$ cat config.mk
export PLATFORM = sky130hd
export DESIGN_NAME = slot_allocator_with_limit_unit
export DESIGN_NICKNAME = d
export VERILOG_FILES = /design/src/sv/sap_pkg.sv /design/src/sv/sap_slot_table.sv /design/src/sv/sap_decide.sv /design/src/sv/slot_allocator_with_limit_unit.sv
export SDC_FILE = /design/constraint.sdc
export NUM_CORES = 1
export LEC_CHECK = 0
export BUFFER_PORTS_ARGS = -buffer_cell sky130_fd_sc_hd__buf_2
export CAP_MARGIN = 40
export CORE_MARGIN = 1
export CORE_UTILIZATION = 30
export CTS_CLUSTER_SIZE = 12
export DETAILED_ROUTE_END_ITERATION = 10
export PLACE_DENSITY = 0.49
export REMOVE_ABC_BUFFERS = 1
export SLEW_MARGIN = 10
export SYNTH_ARGS = -nofsm -noshare
export SYNTH_HDL_FRONTEND = slang
export SYNTH_HIERARCHICAL = 1
export SYNTH_SLANG_ARGS = --single-unit
$ cat constraint.sdc
create_clock -name clk -period 7.6 [get_ports clk]
set_input_delay 0.38 -clock clk [delete_from_list [all_inputs] [get_ports clk]]
set_output_delay 0.38 -clock clk [all_outputs]
set_load 0.02 [all_outputs]
$ cat src/sv/sap_pkg.sv
// Shared types and constants for the slot allocator with limit.
package sap_pkg;

    localparam int FUNC_W     = 1;
    localparam int LIMIT_W    = 8;
    localparam int AFF_W      = 16;
    localparam int PRI_W      = 8;
    localparam int REL_W      = 8;
    localparam int STATUS_W   = 2;
    localparam int GRANT_W    = 4;
    // Widest slot index supported (up to 64 slots)
    localparam int MAX_SLOT_W = 6;

    localparam logic [LIMIT_W-1:0] DEFAULT_LIMIT_RST = 8'd4;

    localparam logic [FUNC_W-1:0] FUNC_REQUEST = 1'b0;
    localparam logic [FUNC_W-1:0] FUNC_RELEASE = 1'b1;

    typedef enum logic [STATUS_W-1:0] {
        ST_OK      = 2'd0,
        ST_ILLEGAL = 2'd1,
        ST_NO_FREE = 2'd2
    } status_t;

    // Table update decided for one request
    typedef struct packed {
        logic                  set_en;
        logic                  clr_en;
        logic [MAX_SLOT_W-1:0] idx;
    } upd_t;

endpackage

$ cat src/sv/sap_slot_table.sv
// Slot table: active bits, stored hint and priority, active count and lowest free slot.
module sap_slot_table #(
    parameter int NUM_SLOTS = 16
) (
    input  logic                           clk,
    input  logic                           rst_n,
    input  sap_pkg::upd_t                  upd,
    input  logic [sap_pkg::AFF_W-1:0]      aff_wdata,
    input  logic [sap_pkg::PRI_W-1:0]      pri_wdata,
    output logic [NUM_SLOTS-1:0]           active,
    output logic [$clog2(NUM_SLOTS)-1:0]   active_cnt,
    output logic [$clog2(NUM_SLOTS)-1:0]   free_idx,
    output logic                           free_found
);
    import sap_pkg::*;

    localparam int SLOT_W = $clog2(NUM_SLOTS);

    logic [NUM_SLOTS-1:0] active_reg;
    logic [NUM_SLOTS-1:0] active_next;
    logic [AFF_W-1:0]     affinity_mem [NUM_SLOTS];
    logic [PRI_W-1:0]     priority_mem [NUM_SLOTS];
    logic [SLOT_W-1:0]    wr_idx;

    assign wr_idx = upd.idx[SLOT_W-1:0];

    always_comb
    begin
        active_next = active_reg;
        if (upd.set_en)
        begin
            active_next[wr_idx] = 1'b1;
        end
        else if (upd.clr_en)
        begin
            active_next[wr_idx] = 1'b0;
        end
    end

    always_ff @(posedge clk or negedge rst_n)
    begin
        if (!rst_n)
        begin
            active_reg <= '0;
        end
        else
        begin
            active_reg <= active_next;
        end
    end

    // Store the hint and priority on grant, zero them on release
    always_ff @(posedge clk)
    begin
        if (upd.set_en)
        begin
            affinity_mem[wr_idx] <= aff_wdata;
            priority_mem[wr_idx] <= pri_wdata;
        end
        else if (upd.clr_en)
        begin
            affinity_mem[wr_idx] <= '0;
            priority_mem[wr_idx] <= '0;
        end
    end

    // Count active slots, skipping the reserved slot 0
    always_comb
    begin
        active_cnt = '0;
        for (int i = 1; i < NUM_SLOTS; i++)
        begin
            active_cnt = active_cnt + SLOT_W'(active_reg[i]);
        end
    end

    // Lowest free slot from 1 upward
    always_comb
    begin
        free_idx   = '0;
        free_found = 1'b0;
        for (int i = NUM_SLOTS - 1; i >= 1; i--)
        begin
            if (!active_reg[i])
            begin
                free_idx   = SLOT_W'(i);
                free_found = 1'b1;
            end
        end
    end

    assign active = active_reg;

endmodule

$ cat src/sv/sap_decide.sv
// Request and release decision: effective limit, status, granted slot and table update.
module sap_decide #(
    parameter int NUM_SLOTS = 16
) (
    input  logic [sap_pkg::FUNC_W-1:0]     func,
    input  logic [sap_pkg::LIMIT_W-1:0]    limit_req,
    input  logic [sap_pkg::REL_W-1:0]      release_slot,
    input  logic [sap_pkg::LIMIT_W-1:0]    default_limit,
    input  logic [NUM_SLOTS-1:0]           active,
    input  logic [$clog2(NUM_SLOTS)-1:0]   active_cnt,
    input  logic [$clog2(NUM_SLOTS)-1:0]   free_idx,
    input  logic                           free_found,
    output sap_pkg::status_t               status,
    output logic [sap_pkg::GRANT_W-1:0]    granted_slot,
    output sap_pkg::upd_t                  upd
);
    import sap_pkg::*;

    localparam int SLOT_W = $clog2(NUM_SLOTS);

    logic [LIMIT_W-1:0] limit_sel;
    logic               limit_over;
    logic [SLOT_W-1:0]  limit_eff;
    logic               rel_ok;
    logic [SLOT_W-1:0]  rel_idx;

    assign limit_sel  = (limit_req != '0) ? limit_req : default_limit;
    assign limit_over = {1'b0, limit_sel} >= (LIMIT_W + 1)'(NUM_SLOTS);
    // Clamp to the slot count minus one
    assign limit_eff  = limit_over ? SLOT_W'(NUM_SLOTS - 1) : limit_sel[SLOT_W-1:0];

    assign rel_idx = release_slot[SLOT_W-1:0];
    assign rel_ok  = (release_slot != '0)
                  && ({1'b0, release_slot} < (REL_W + 1)'(NUM_SLOTS))
                  && active[rel_idx];

    always_comb
    begin
        status       = ST_OK;
        granted_slot = '0;
        upd          = '0;
        if (func == FUNC_REQUEST)
        begin
            if (limit_eff == '0)
            begin
                status = ST_ILLEGAL;
            end
            else if (active_cnt >= limit_eff || !free_found)
            begin
                status = ST_NO_FREE;
            end
            else
            begin
                status       = ST_OK;
                granted_slot = GRANT_W'(free_idx);
                upd.set_en   = 1'b1;
                upd.idx      = MAX_SLOT_W'(free_idx);
            end
        end
        else
        begin
            if (rel_ok)
            begin
                status     = ST_OK;
                upd.clr_en = 1'b1;
                upd.idx    = MAX_SLOT_W'(rel_idx);
            end
            else
            begin
                status = ST_ILLEGAL;
            end
        end
    end

endmodule

$ cat src/sv/slot_allocator_with_limit_unit.sv
// Slot allocator with limit: top level with request and result registers.
//
// Requests enter on in_valid/in_stall and carry func, limit_req, affinity_req,
// priority_req and release_slot. Results leave on out_valid/out_stall as
// status and granted_slot, one result per request, in order.
// A request is accepted when in_valid is high and in_stall is low.
// It is captured in the input register, settled combinationally by the slot
// table count and lowest-free search, and its result is loaded into the
// output register once the output is free to advance.
// Throughput is one request per cycle while out_stall does not hold a valid
// result; each request sees the table as left by the one before it, since
// the table is updated on the same edge that loads the result.
// When out_stall holds a valid result, the result and the table hold and
// in_stall rises once a request waits in the input register.
// Reset clears all slots to inactive, empties both registers and sets
// default_limit to 4. cfg_we writes default_limit from cfg_wdata.
module slot_allocator_with_limit_unit #(
    parameter int NUM_SLOTS = 16
) (
    input  logic                          clk,
    input  logic                          rst_n,
    input  logic                          cfg_we,
    input  logic [sap_pkg::LIMIT_W-1:0]   cfg_wdata,
    input  logic                          in_valid,
    output logic                          in_stall,
    input  logic [sap_pkg::FUNC_W-1:0]    func,
    input  logic [sap_pkg::LIMIT_W-1:0]   limit_req,
    input  logic [sap_pkg::AFF_W-1:0]     affinity_req,
    input  logic [sap_pkg::PRI_W-1:0]     priority_req,
    input  logic [sap_pkg::REL_W-1:0]     release_slot,
    output logic                          out_valid,
    input  logic                          out_stall,
    output logic [sap_pkg::STATUS_W-1:0]  status,
    output logic [sap_pkg::GRANT_W-1:0]   granted_slot
);
    import sap_pkg::*;

    localparam int SLOT_W = $clog2(NUM_SLOTS);

    logic [LIMIT_W-1:0]  default_limit_reg;
    logic                in_valid_reg;
    logic [FUNC_W-1:0]   func_reg;
    logic [LIMIT_W-1:0]  limit_reg;
    logic [AFF_W-1:0]    aff_reg;
    logic [PRI_W-1:0]    pri_reg;
    logic [REL_W-1:0]    rel_reg;
    logic                out_valid_reg;
    status_t             status_reg;
    logic [GRANT_W-1:0]  granted_reg;

    logic                advance;
    logic                fire;
    logic                load_in;
    logic [NUM_SLOTS-1:0] active;
    logic [SLOT_W-1:0]   active_cnt;
    logic [SLOT_W-1:0]   free_idx;
    logic                free_found;
    status_t             status_next;
    logic [GRANT_W-1:0]  granted_next;
    upd_t                upd_dec;
    upd_t                upd;

    assign advance  = !out_valid_reg || !out_stall;
    assign fire     = in_valid_reg && advance;
    assign in_stall = in_valid_reg && !advance;
    assign load_in  = in_valid && !in_stall;

    always_ff @(posedge clk or negedge rst_n)
    begin
        if (!rst_n)
        begin
            default_limit_reg <= DEFAULT_LIMIT_RST;
        end
        else if (cfg_we)
        begin
            default_limit_reg <= cfg_wdata;
        end
    end

    always_ff @(posedge clk or negedge rst_n)
    begin
        if (!rst_n)
        begin
            in_valid_reg  <= 1'b0;
            out_valid_reg <= 1'b0;
        end
        else
        begin
            if (!in_stall)
            begin
                in_valid_reg <= in_valid;
            end
            if (advance)
            begin
                out_valid_reg <= in_valid_reg;
            end
        end
    end

    always_ff @(posedge clk)
    begin
        if (load_in)
        begin
            func_reg  <= func;
            limit_reg <= limit_req;
            aff_reg   <= affinity_req;
            pri_reg   <= priority_req;
            rel_reg   <= release_slot;
        end
        if (fire)
        begin
            status_reg  <= status_next;
            granted_reg <= granted_next;
        end
    end

    sap_decide #(
        .NUM_SLOTS(NUM_SLOTS)
    ) u_decide (
        .func         (func_reg),
        .limit_req    (limit_reg),
        .release_slot (rel_reg),
        .default_limit(default_limit_reg),
        .active       (active),
        .active_cnt   (active_cnt),
        .free_idx     (free_idx),
        .free_found   (free_found),
        .status       (status_next),
        .granted_slot (granted_next),
        .upd          (upd_dec)
    );

    // Drop the update unless the request moves to the output register
    always_comb
    begin
        upd        = upd_dec;
        upd.set_en = upd_dec.set_en && fire;
        upd.clr_en = upd_dec.clr_en && fire;
    end

    sap_slot_table #(
        .NUM_SLOTS(NUM_SLOTS)
    ) u_table (
        .clk       (clk),
        .rst_n     (rst_n),
        .upd       (upd),
        .aff_wdata (aff_reg),
        .pri_wdata (pri_reg),
        .active    (active),
        .active_cnt(active_cnt),
        .free_idx  (free_idx),
        .free_found(free_found)
    );

    assign out_valid    = out_valid_reg;
    assign status       = status_reg;
    assign granted_slot = granted_reg;

endmodule

==> results of run 1 <==
[area by class of cell]
| cell class | count | area, µm² | share of cell area |
|---|---|---|---|
| clock buffer | 5 | 68.8 | 0.0213 |
| clock inverter | 3 | 46.3 | 0.0144 |
| inverter | 23 | 86.3 | 0.0268 |
| multi-input combinational | 168 | 1380 | 0.429 |
| sequential | 48 | 1320 | 0.408 |
| tap | 111 | 139 | 0.0431 |
| timing repair buffer | 37 | 185 | 0.0574 |
[worst paths after layout]
kind | slack, ps | start | cells after the start | endpoint
setup reg to reg | 1170 | flip-flop | 19 | flip-flop
setup / recovery | 1170 | flip-flop | 19 | flip-flop
hold reg to reg | 520 | default_limit_reg[6]$_DFFE_PN0P_ | 1 | default_limit_reg[6]$_DFFE_PN0P_
max in group asynchronous | 7140 | rst_n | 1 | asynchronous set/reset pin
hold / removal | 60 | rst_n | 1 | default_limit_reg[3]$_DFFE_PN0P_
min in group clk | 240 | limit_req[7] | 1 | limit_reg[7]$_DFFE_PP_
[metal layers]
metal  track usage  up-vias  share of wire  wire, µm
li1              -      950              -         -
met1         0.171      922           0.50      2850
met2         0.200       45           0.46      2620
met3        0.0199        2          0.038       217
met4        0.0390        0         0.0049        28
met5             0        -              0         0
[report_power, final]
group	internal (mW)	switching (mW)
logic	0.125	0.136
clock network	0.0992	0.0906
registers	0.295	0.0199
[worst register-to-register path: stages (launching register included)]
cell	delay [ps]
dfrtp_1	460
inv_1	120
fa_1	570
fa_1	440
fa_1	480
fa_1	490
inv_1	50
fa_1	370
inv_1	80
fa_1	420
inv_1	70
ha_1	220
a21o_1	150
a21o_1	210
a2111oi_4	580
and3_1	650
nor2_2	70
or3b_4	420
nor2_1	150
mux2_1	340
[layout by cell type, fill, tap and decap left out, drive strengths merged, types with 4 or more instances in the layout]
| master | count |
|---|---|
| mux2 | 20 |
| clkbuf | 5 |
| mux2i | 7 |
| nor4 | 5 |
| buf | 37 |
| o21ai | 9 |
| nor2b | 4 |
| nor2 | 20 |
| and2 | 7 |
| edfxtp | 23 |
| nand2b | 7 |
| ha | 6 |
| nand4 | 4 |
| dfrtp | 24 |
| inv | 24 |
| fa | 10 |
| nand2 | 17 |
| nor3 | 9 |
| a21o | 6 |
==> summary.txt, run 1 <==
Global route
  • Largest net degree at the start of global routing: 26
  • Initial antenna violation count: 0
  • Grt ovf: 0
  • First-pass GRT wire length: 9270 µm
  • Gr usage total: 0.124
  • Vias in the first global route: 1853

Critical path
  • Worst setup EP type: flip-flop
  • Crit path launch type: flip-flop
  • Crit-path max FO: 18
  • Crit path cell chain: inv_1 > fa_1 > fa_1 > fa_1 > fa_1 > inv_1 > fa_1 > inv_1 > fa_1 > inv_1 > ha_1 > a21o_1 > a21o_1 > a2111oi_4 > and3_1 > nor2_2 > or3b_4 > nor2_1 > mux2_1
  • Worst Path Required: 7790 ps
  • Slowest stage delay, CP: 650 ps
  • Critical path class: flip-flop to flip-flop
  • Largest delay contributor family on the critical path: adder cells
  • Crit-path slowest cell: and3_1
  • CP Buf/Inv Count: 4
  • Crit path DAT: 6620 ps
  • Cell repeated most along the worst path: fa_1

Final layout
  • Share of layout cells above drive strength 1: 0.275
  • Final Core Density: 0.351
  • Final net count: 353
  • Antenna diode count: 0
  • Finished Layout Cells: 395
  • # fillers: 928
  • Syn-to-layout area delta: 14.3%
  • Final instance area: 3230 µm²

CTS
  • Clk_lat worst skew: 300 ps
  • H-tree Lvls: 2
  • Num Clock Sinks: 48
  • Total CTS buffers: 5
  • Hold-fix buffers at CTS: 0
  • CTS tree: built
  • Root buffer cell: clkbuf_8
  • Post-CTS Setup Inserts: 0
  • Max Root-Sink Buffers: 2
  • Clk pin slew, worst setup/hold paths: 100 ps
  • Post-CTS Resized: 0

STA
  • Final min period: 6430 ps
  • Finish-stage setup viols: 0
  • Slew @ Worst Pin: 751 ps
  • Clock skew: 9.17 ps
  • Sum Neg Setup Slack: 0 ps
  • RSZ-0062 raised after global routing: false
  • Min Hold Slack: 61.9 ps
  • Max Clock Freq: 156 MHz
  • Crit share post-route: 0.846
  • Final hold vios: 0
  • Max-slew violations: 0
  • Worst setup margin: 1170 ps
  • Relative slew slack: 0.495

Detailed routing
  • Drt first pass iters: 4
  • Vias per inst: 4.86
  • Via Count: 1919
  • Post-Route WL: 5720 µm
  • Initial detailed-routing violation count: 114
  • Final ANT Viol Nets: 0
  • DRC: 0
  • Routed WL per cell: 14.5 µm

Placed design
  • Placed Area: 3110 µm²
  • Hpwl dp: 4450 µm
  • Gpl congestion: 0.793
  • Buffers on Ports: 37
  • Placed cells: 387
  • Pre-CTS setup slack: 1180 ps

Logic synthesis
  • Post-Syn Area: 2820 µm²
  • Cell count after synthesis: 245
  • Yosys warns: 6
  • Avg Inst Size Synth: 11.5 µm²

Flow run
  • Max Cap Violations: 0

Pwr
  • LEAKAGE: 1.36 nW
  • Power per cell area: 238 nW/µm²
  • Total design power: 766 µW
  • Max rail drop VDD: 77.7 µV

Run status
  • Status: finished clean

Floorplanning
  • Core Area: 9200 µm²
  • Die Span X: 99.0 µm
  • Rows: 35
  • Die height: 99.0 µm
  • Starting Density: 0.307
  • I/O Pins: 62
  • Die footprint: 9800 µm²

Worst hold path
  • Hold crit path type: primary input to asynchronous set/reset pin
Note: power is estimated with default switching activity, not from simulation.
==> run 2, diff against run 1 <==
clock period = 6.5 ns   (was 7.6 ns; I/O delays follow)
==> summary.txt, run 2 (same netlist as run 1, synthesis figures left out) <==
CTS
  • Total CTS buffers: 5
  • Root buffer cell: clkbuf_8
  • Num Clock Sinks: 48
  • Clk_lat worst skew: 300 ps
  • Post-CTS Setup Inserts: 0
  • Hold-fix buffers at CTS: 0
  • Post-CTS Resized: 0
  • H-tree Lvls: 2
  • Clk pin slew, worst setup/hold paths: 100 ps
  • Max Root-Sink Buffers: 2
  • CTS tree: built

Critical path
  • Crit path launch type: flip-flop
  • Crit path cell chain: inv_1 > fa_1 > fa_1 > fa_1 > fa_1 > inv_1 > fa_1 > inv_1 > fa_1 > inv_1 > ha_1 > a21o_1 > a21o_1 > a2111oi_4 > buf_4 > a22o_2 > or3b_4 > nor2_1 > mux2_2
  • Worst Path Required: 6680 ps
  • Slowest stage delay, CP: 570 ps
  • Cell repeated most along the worst path: fa_1
  • Crit-path max FO: 6
  • Critical path class: flip-flop to flip-flop
  • Worst setup EP type: flip-flop
  • Crit-path slowest cell: fa_1
  • Crit path DAT: 6200 ps

STA
  • Clock skew: 10.7 ps
  • Final min period: 6010 ps
  • Worst setup margin: 487 ps
  • RSZ-0062 raised after global routing: false
  • Sum Neg Setup Slack: 0 ps
  • Final hold vios: 0
  • Finish-stage setup viols: 0
  • Min Hold Slack: 8.91 ps
  • Slew @ Worst Pin: 752 ps
  • Relative slew slack: 0.499
  • Crit share post-route: 0.925
  • Max-slew violations: 0
  • Max Clock Freq: 166 MHz

Final layout
  • Antenna diode count: 0
  • Share of layout cells above drive strength 1: 0.297
  • Syn-to-layout area delta: 16.7%
  • Finished Layout Cells: 404
  • Final Core Density: 0.358
  • Most frequent cells in the layout: buf_2 (37), dfrtp_1 (24), inv_1 (23), edfxtp_1 (23), nor2_1 (19)
  • Final net count: 362
  • Commonest non-fill, non-tap cell in the layout: buf_2
  • Final instance area: 3290 µm²

Placed design
  • Hpwl dp: 4680 µm
  • Pre-CTS setup slack: 482 ps
  • Gpl congestion: 0.825
  • Placed cells: 396
  • Buffers on Ports: 37
  • Placed Area: 3180 µm²

Floorplanning
  • I/O Pins: 62
  • Die height: 99.0 µm
  • Core Area: 9200 µm²
  • Rows: 35
  • Starting Density: 0.307
  • Die footprint: 9800 µm²
  • Die Span X: 99.0 µm

Run status
  • Status: finished clean

Worst hold path
  • Hold crit path type: primary input to asynchronous set/reset pin

Detailed routing
  • Vias per inst: 4.88
  • DRC: 0
  • Post-Route WL: 5990 µm
  • Drt first pass iters: 4
  • Final ANT Viol Nets: 0
  • Routed WL per cell: 14.8 µm
  • Via Count: 1973
  • Initial detailed-routing violation count: 86

Global route
  • Grt ovf: 0
  • Initial antenna violation count: 0
  • Vias in the first global route: 1944
  • Gr usage total: 0.130
  • First-pass GRT wire length: 9860 µm
  • Largest net degree at the start of global routing: 26

Pwr
  • Power per cell area: 273 nW/µm²
  • Max rail drop VDD: 118 µV
  • LEAKAGE: 1.41 nW
  • Total design power: 900 µW

Flow run
  • Max Cap Violations: 0
==> run 2: cell count changes in the layout (fill, tap and decap cells not counted), sizes merged <==
cell	change
buf	+9
==> run 2: critical path: cells and delay by family (launching register included) <==
kind,cells,cell delay [ps]
DFF,1,450
and+or+nand+nor,2,570
adders and majority gates,7,3000
AOI/OAI and AO/OA,4,1040
muxes,1,340
buffers and inverters,5,520
==> run 2: final cells by class <==
| cell class | count | area [µm²] |
|---|---|---|
| clock inverter | 3 | 46.3 |
| tap | 111 | 139 |
| inverter | 23 | 86.3 |
| timing repair buffer | 46 | 253 |
| sequential | 48 | 1320 |
| fill | 935 | 5900 |
| clock buffer | 5 | 68.8 |
| multi-input combinational | 168 | 1380 |
==> run 2: where the power goes <==
group	internal (mW)	switching (mW)
Clock	0.116	0.106
Sequential	0.345	0.0209
Combinational	0.150	0.162
Total	0.611	0.289
==> run 2: worst paths after layout <==
path                       cells past startpoint                          endpoint                             start  slack (ps)
setup / recovery                              19                         flip-flop                         flip-flop         490
min in group clk                               1              rel_reg[7]$_DFFE_PP_                   release_slot[7]         190
setup reg to reg                              19                         flip-flop                         flip-flop         490
hold reg to reg                                1  default_limit_reg[7]$_DFFE_PN0P_  default_limit_reg[7]$_DFFE_PN0P_         520
hold / removal                                 1  default_limit_reg[3]$_DFFE_PN0P_                             rst_n           9
max in group asynchronous                      1        asynchronous set/reset pin                             rst_n        6090
==> run 2: layer usage <==
metal,vias to the layer above,global-route usage,routed length [µm]
li1,965,-,-
met1,941,0.178,2870
met2,59,0.209,2700
met3,8,0.0177,317
met4,0,0.0471,108
met5,-,0,0
==> run 3, diff against run 2 <==
ABC_AREA = 1   (was default)
==> summary.txt, run 3 <==
Floorplanning
  • I/O Pins: 62
  • Die height: 102 µm
  • Die footprint: 10400 µm²
  • Starting Density: 0.308
  • Core Area: 9730 µm²
  • Rows: 36
  • Die Span X: 102 µm

STA
  • Clock skew: 14.3 ps
  • Crit share post-route: 0.885
  • RSZ-0062 raised after global routing: false
  • Final min period: 5750 ps
  • Max Clock Freq: 174 MHz
  • Final hold vios: 0
  • Slew @ Worst Pin: 693 ps
  • Sum Neg Setup Slack: 0 ps
  • Finish-stage setup viols: 0
  • Relative slew slack: 0.534
  • Max-slew violations: 0
  • Min Hold Slack: 34.4 ps

Placed design
  • Gpl congestion: 0.738
  • Hpwl dp: 4900 µm
  • Buffers on Ports: 37
  • Placed Area: 3310 µm²

Detailed routing
  • Final ANT Viol Nets: 0
  • Drt first pass iters: 4
  • Via Count: 2349
  • DRC: 0
  • Initial detailed-routing violation count: 79
  • Post-Route WL: 6150 µm
  • Vias per inst: 4.30
  • Routed WL per cell: 11.3 µm

Global route
  • Grt ovf: 0
  • Initial antenna violation count: 0
  • Vias in the first global route: 2276
  • Gr usage total: 0.131
  • First-pass GRT wire length: 10500 µm
  • Largest net degree at the start of global routing: 27

Logic synthesis
  • Post-Syn Area: 3000 µm²
  • Yosys warns: 6
  • Avg Inst Size Synth: 8.07 µm²
  • Cell count after synthesis: 372

CTS
  • Max Root-Sink Buffers: 2
  • Total CTS buffers: 5
  • Clk pin slew, worst setup/hold paths: 100 ps
  • Post-CTS Setup Inserts: 0
  • H-tree Lvls: 2
  • Post-CTS Resized: 0
  • Clk_lat worst skew: 310 ps
  • Root buffer cell: clkbuf_8
  • CTS tree: built
  • Num Clock Sinks: 49
  • Hold-fix buffers at CTS: 0

Final layout
  • # fillers: 1062
  • Most frequent cells in the layout: nand2_1 (98), inv_1 (76), buf_2 (37)
  • Reg area: 1340 µm²
  • Commonest non-fill, non-tap cell in the layout: nand2_1
  • Share of layout cells above drive strength 1: 0.145
  • Final instance area: 3400 µm²
  • Multi-input logic area: 1320 µm²
  • Antenna diode count: 0
  • Syn-to-layout area delta: 13.3%
  • Final net count: 482

Run status
  • Status: finished clean

Critical path
  • Slowest stage delay, CP: 580 ps
  • Worst setup EP type: flip-flop
  • Crit path DAT: 5920 ps
  • Crit-path slowest cell: fa_1
  • Crit path cell chain: inv_1 > fa_1 > fa_1 > fa_1 > fa_1 > inv_1 > fa_1 > inv_1 > fa_1 > inv_1 > ha_1 > inv_1 > o21bai_1 > nand3_1 > nand4_1 > nor2_1 > inv_1 > nor2_1 > nor2_2 > nor3_1 > nand2_1 > nand2_1 > o21ai_0
  • Largest delay contributor family on the critical path: adder cells
  • Critical path class: flip-flop to flip-flop
  • Worst Path Required: 6670 ps
  • Crit-path max FO: 6
  • Crit path launch type: flip-flop
  • CP Buf/Inv Count: 6

Flow run
  • Max Cap Violations: 0

Pwr
  • Power per cell area: 213 nW/µm²
  • LEAKAGE: 1.58 nW
  • Max rail drop VDD: 107 µV

Worst hold path
  • Hold crit path type: primary input to asynchronous set/reset pin
## run 3: through the flow
stage / utilization / setup slack, ps / total power [mW] / instances
2_1_floorplan: - / 1540 / 0.501 / 368
3_3_place_gp: 0.341 / 869 / 0.551 / 538
3_5_place_dp: 0.341 / 745 / 0.556 / 538
4_1_cts: 0.350 / 728 / 0.739 / 546
5_1_grt: 0.350 / 215 / 0.780 / 546
6_report: 0.350 / 745 / 0.723 / 546
## run 3: layer usage
metal,vias up,GRT usage,wire length (µm)
li1,1250,-,-
met3,4,0.0315,226
met1,1055,0.177,3080
met5,-,0,0
met2,40,0.211,2800
met4,0,0.0330,46
## run 3: power breakdown
group          switching [mW]  total [mW]  internal [mW]
Sequential             0.0272       0.383          0.355
Clock                   0.102       0.179         0.0768
Combinational           0.101       0.161         0.0602
## run 3: worst paths after layout
path,start,to,slack (ps),depth (start not counted)
min reg2reg,default_limit_reg[2]$_DFFE_PN1P_,default_limit_reg[2]$_DFFE_PN1P_,480,2
max reg2reg,flip-flop,flip-flop,750,23
max in group asynchronous,rst_n,asynchronous set/reset pin,6050,1
max,flip-flop,flip-flop,750,23
min in group clk,release_slot[6],rel_reg[6]$_DFFE_PP_,190,1
min,rst_n,asynchronous set/reset pin,30,1
## run 3: area by class of cell
cell class                      count  share of cell area
Clock inverter                      2             0.00405
Timing Repair Buffer               37              0.0545
Tap cell                          133              0.0489
Sequential cell                    49               0.395
Multi-Input combinational cell    240               0.389
Clock buffer                        6              0.0213
Inverter                           79              0.0872
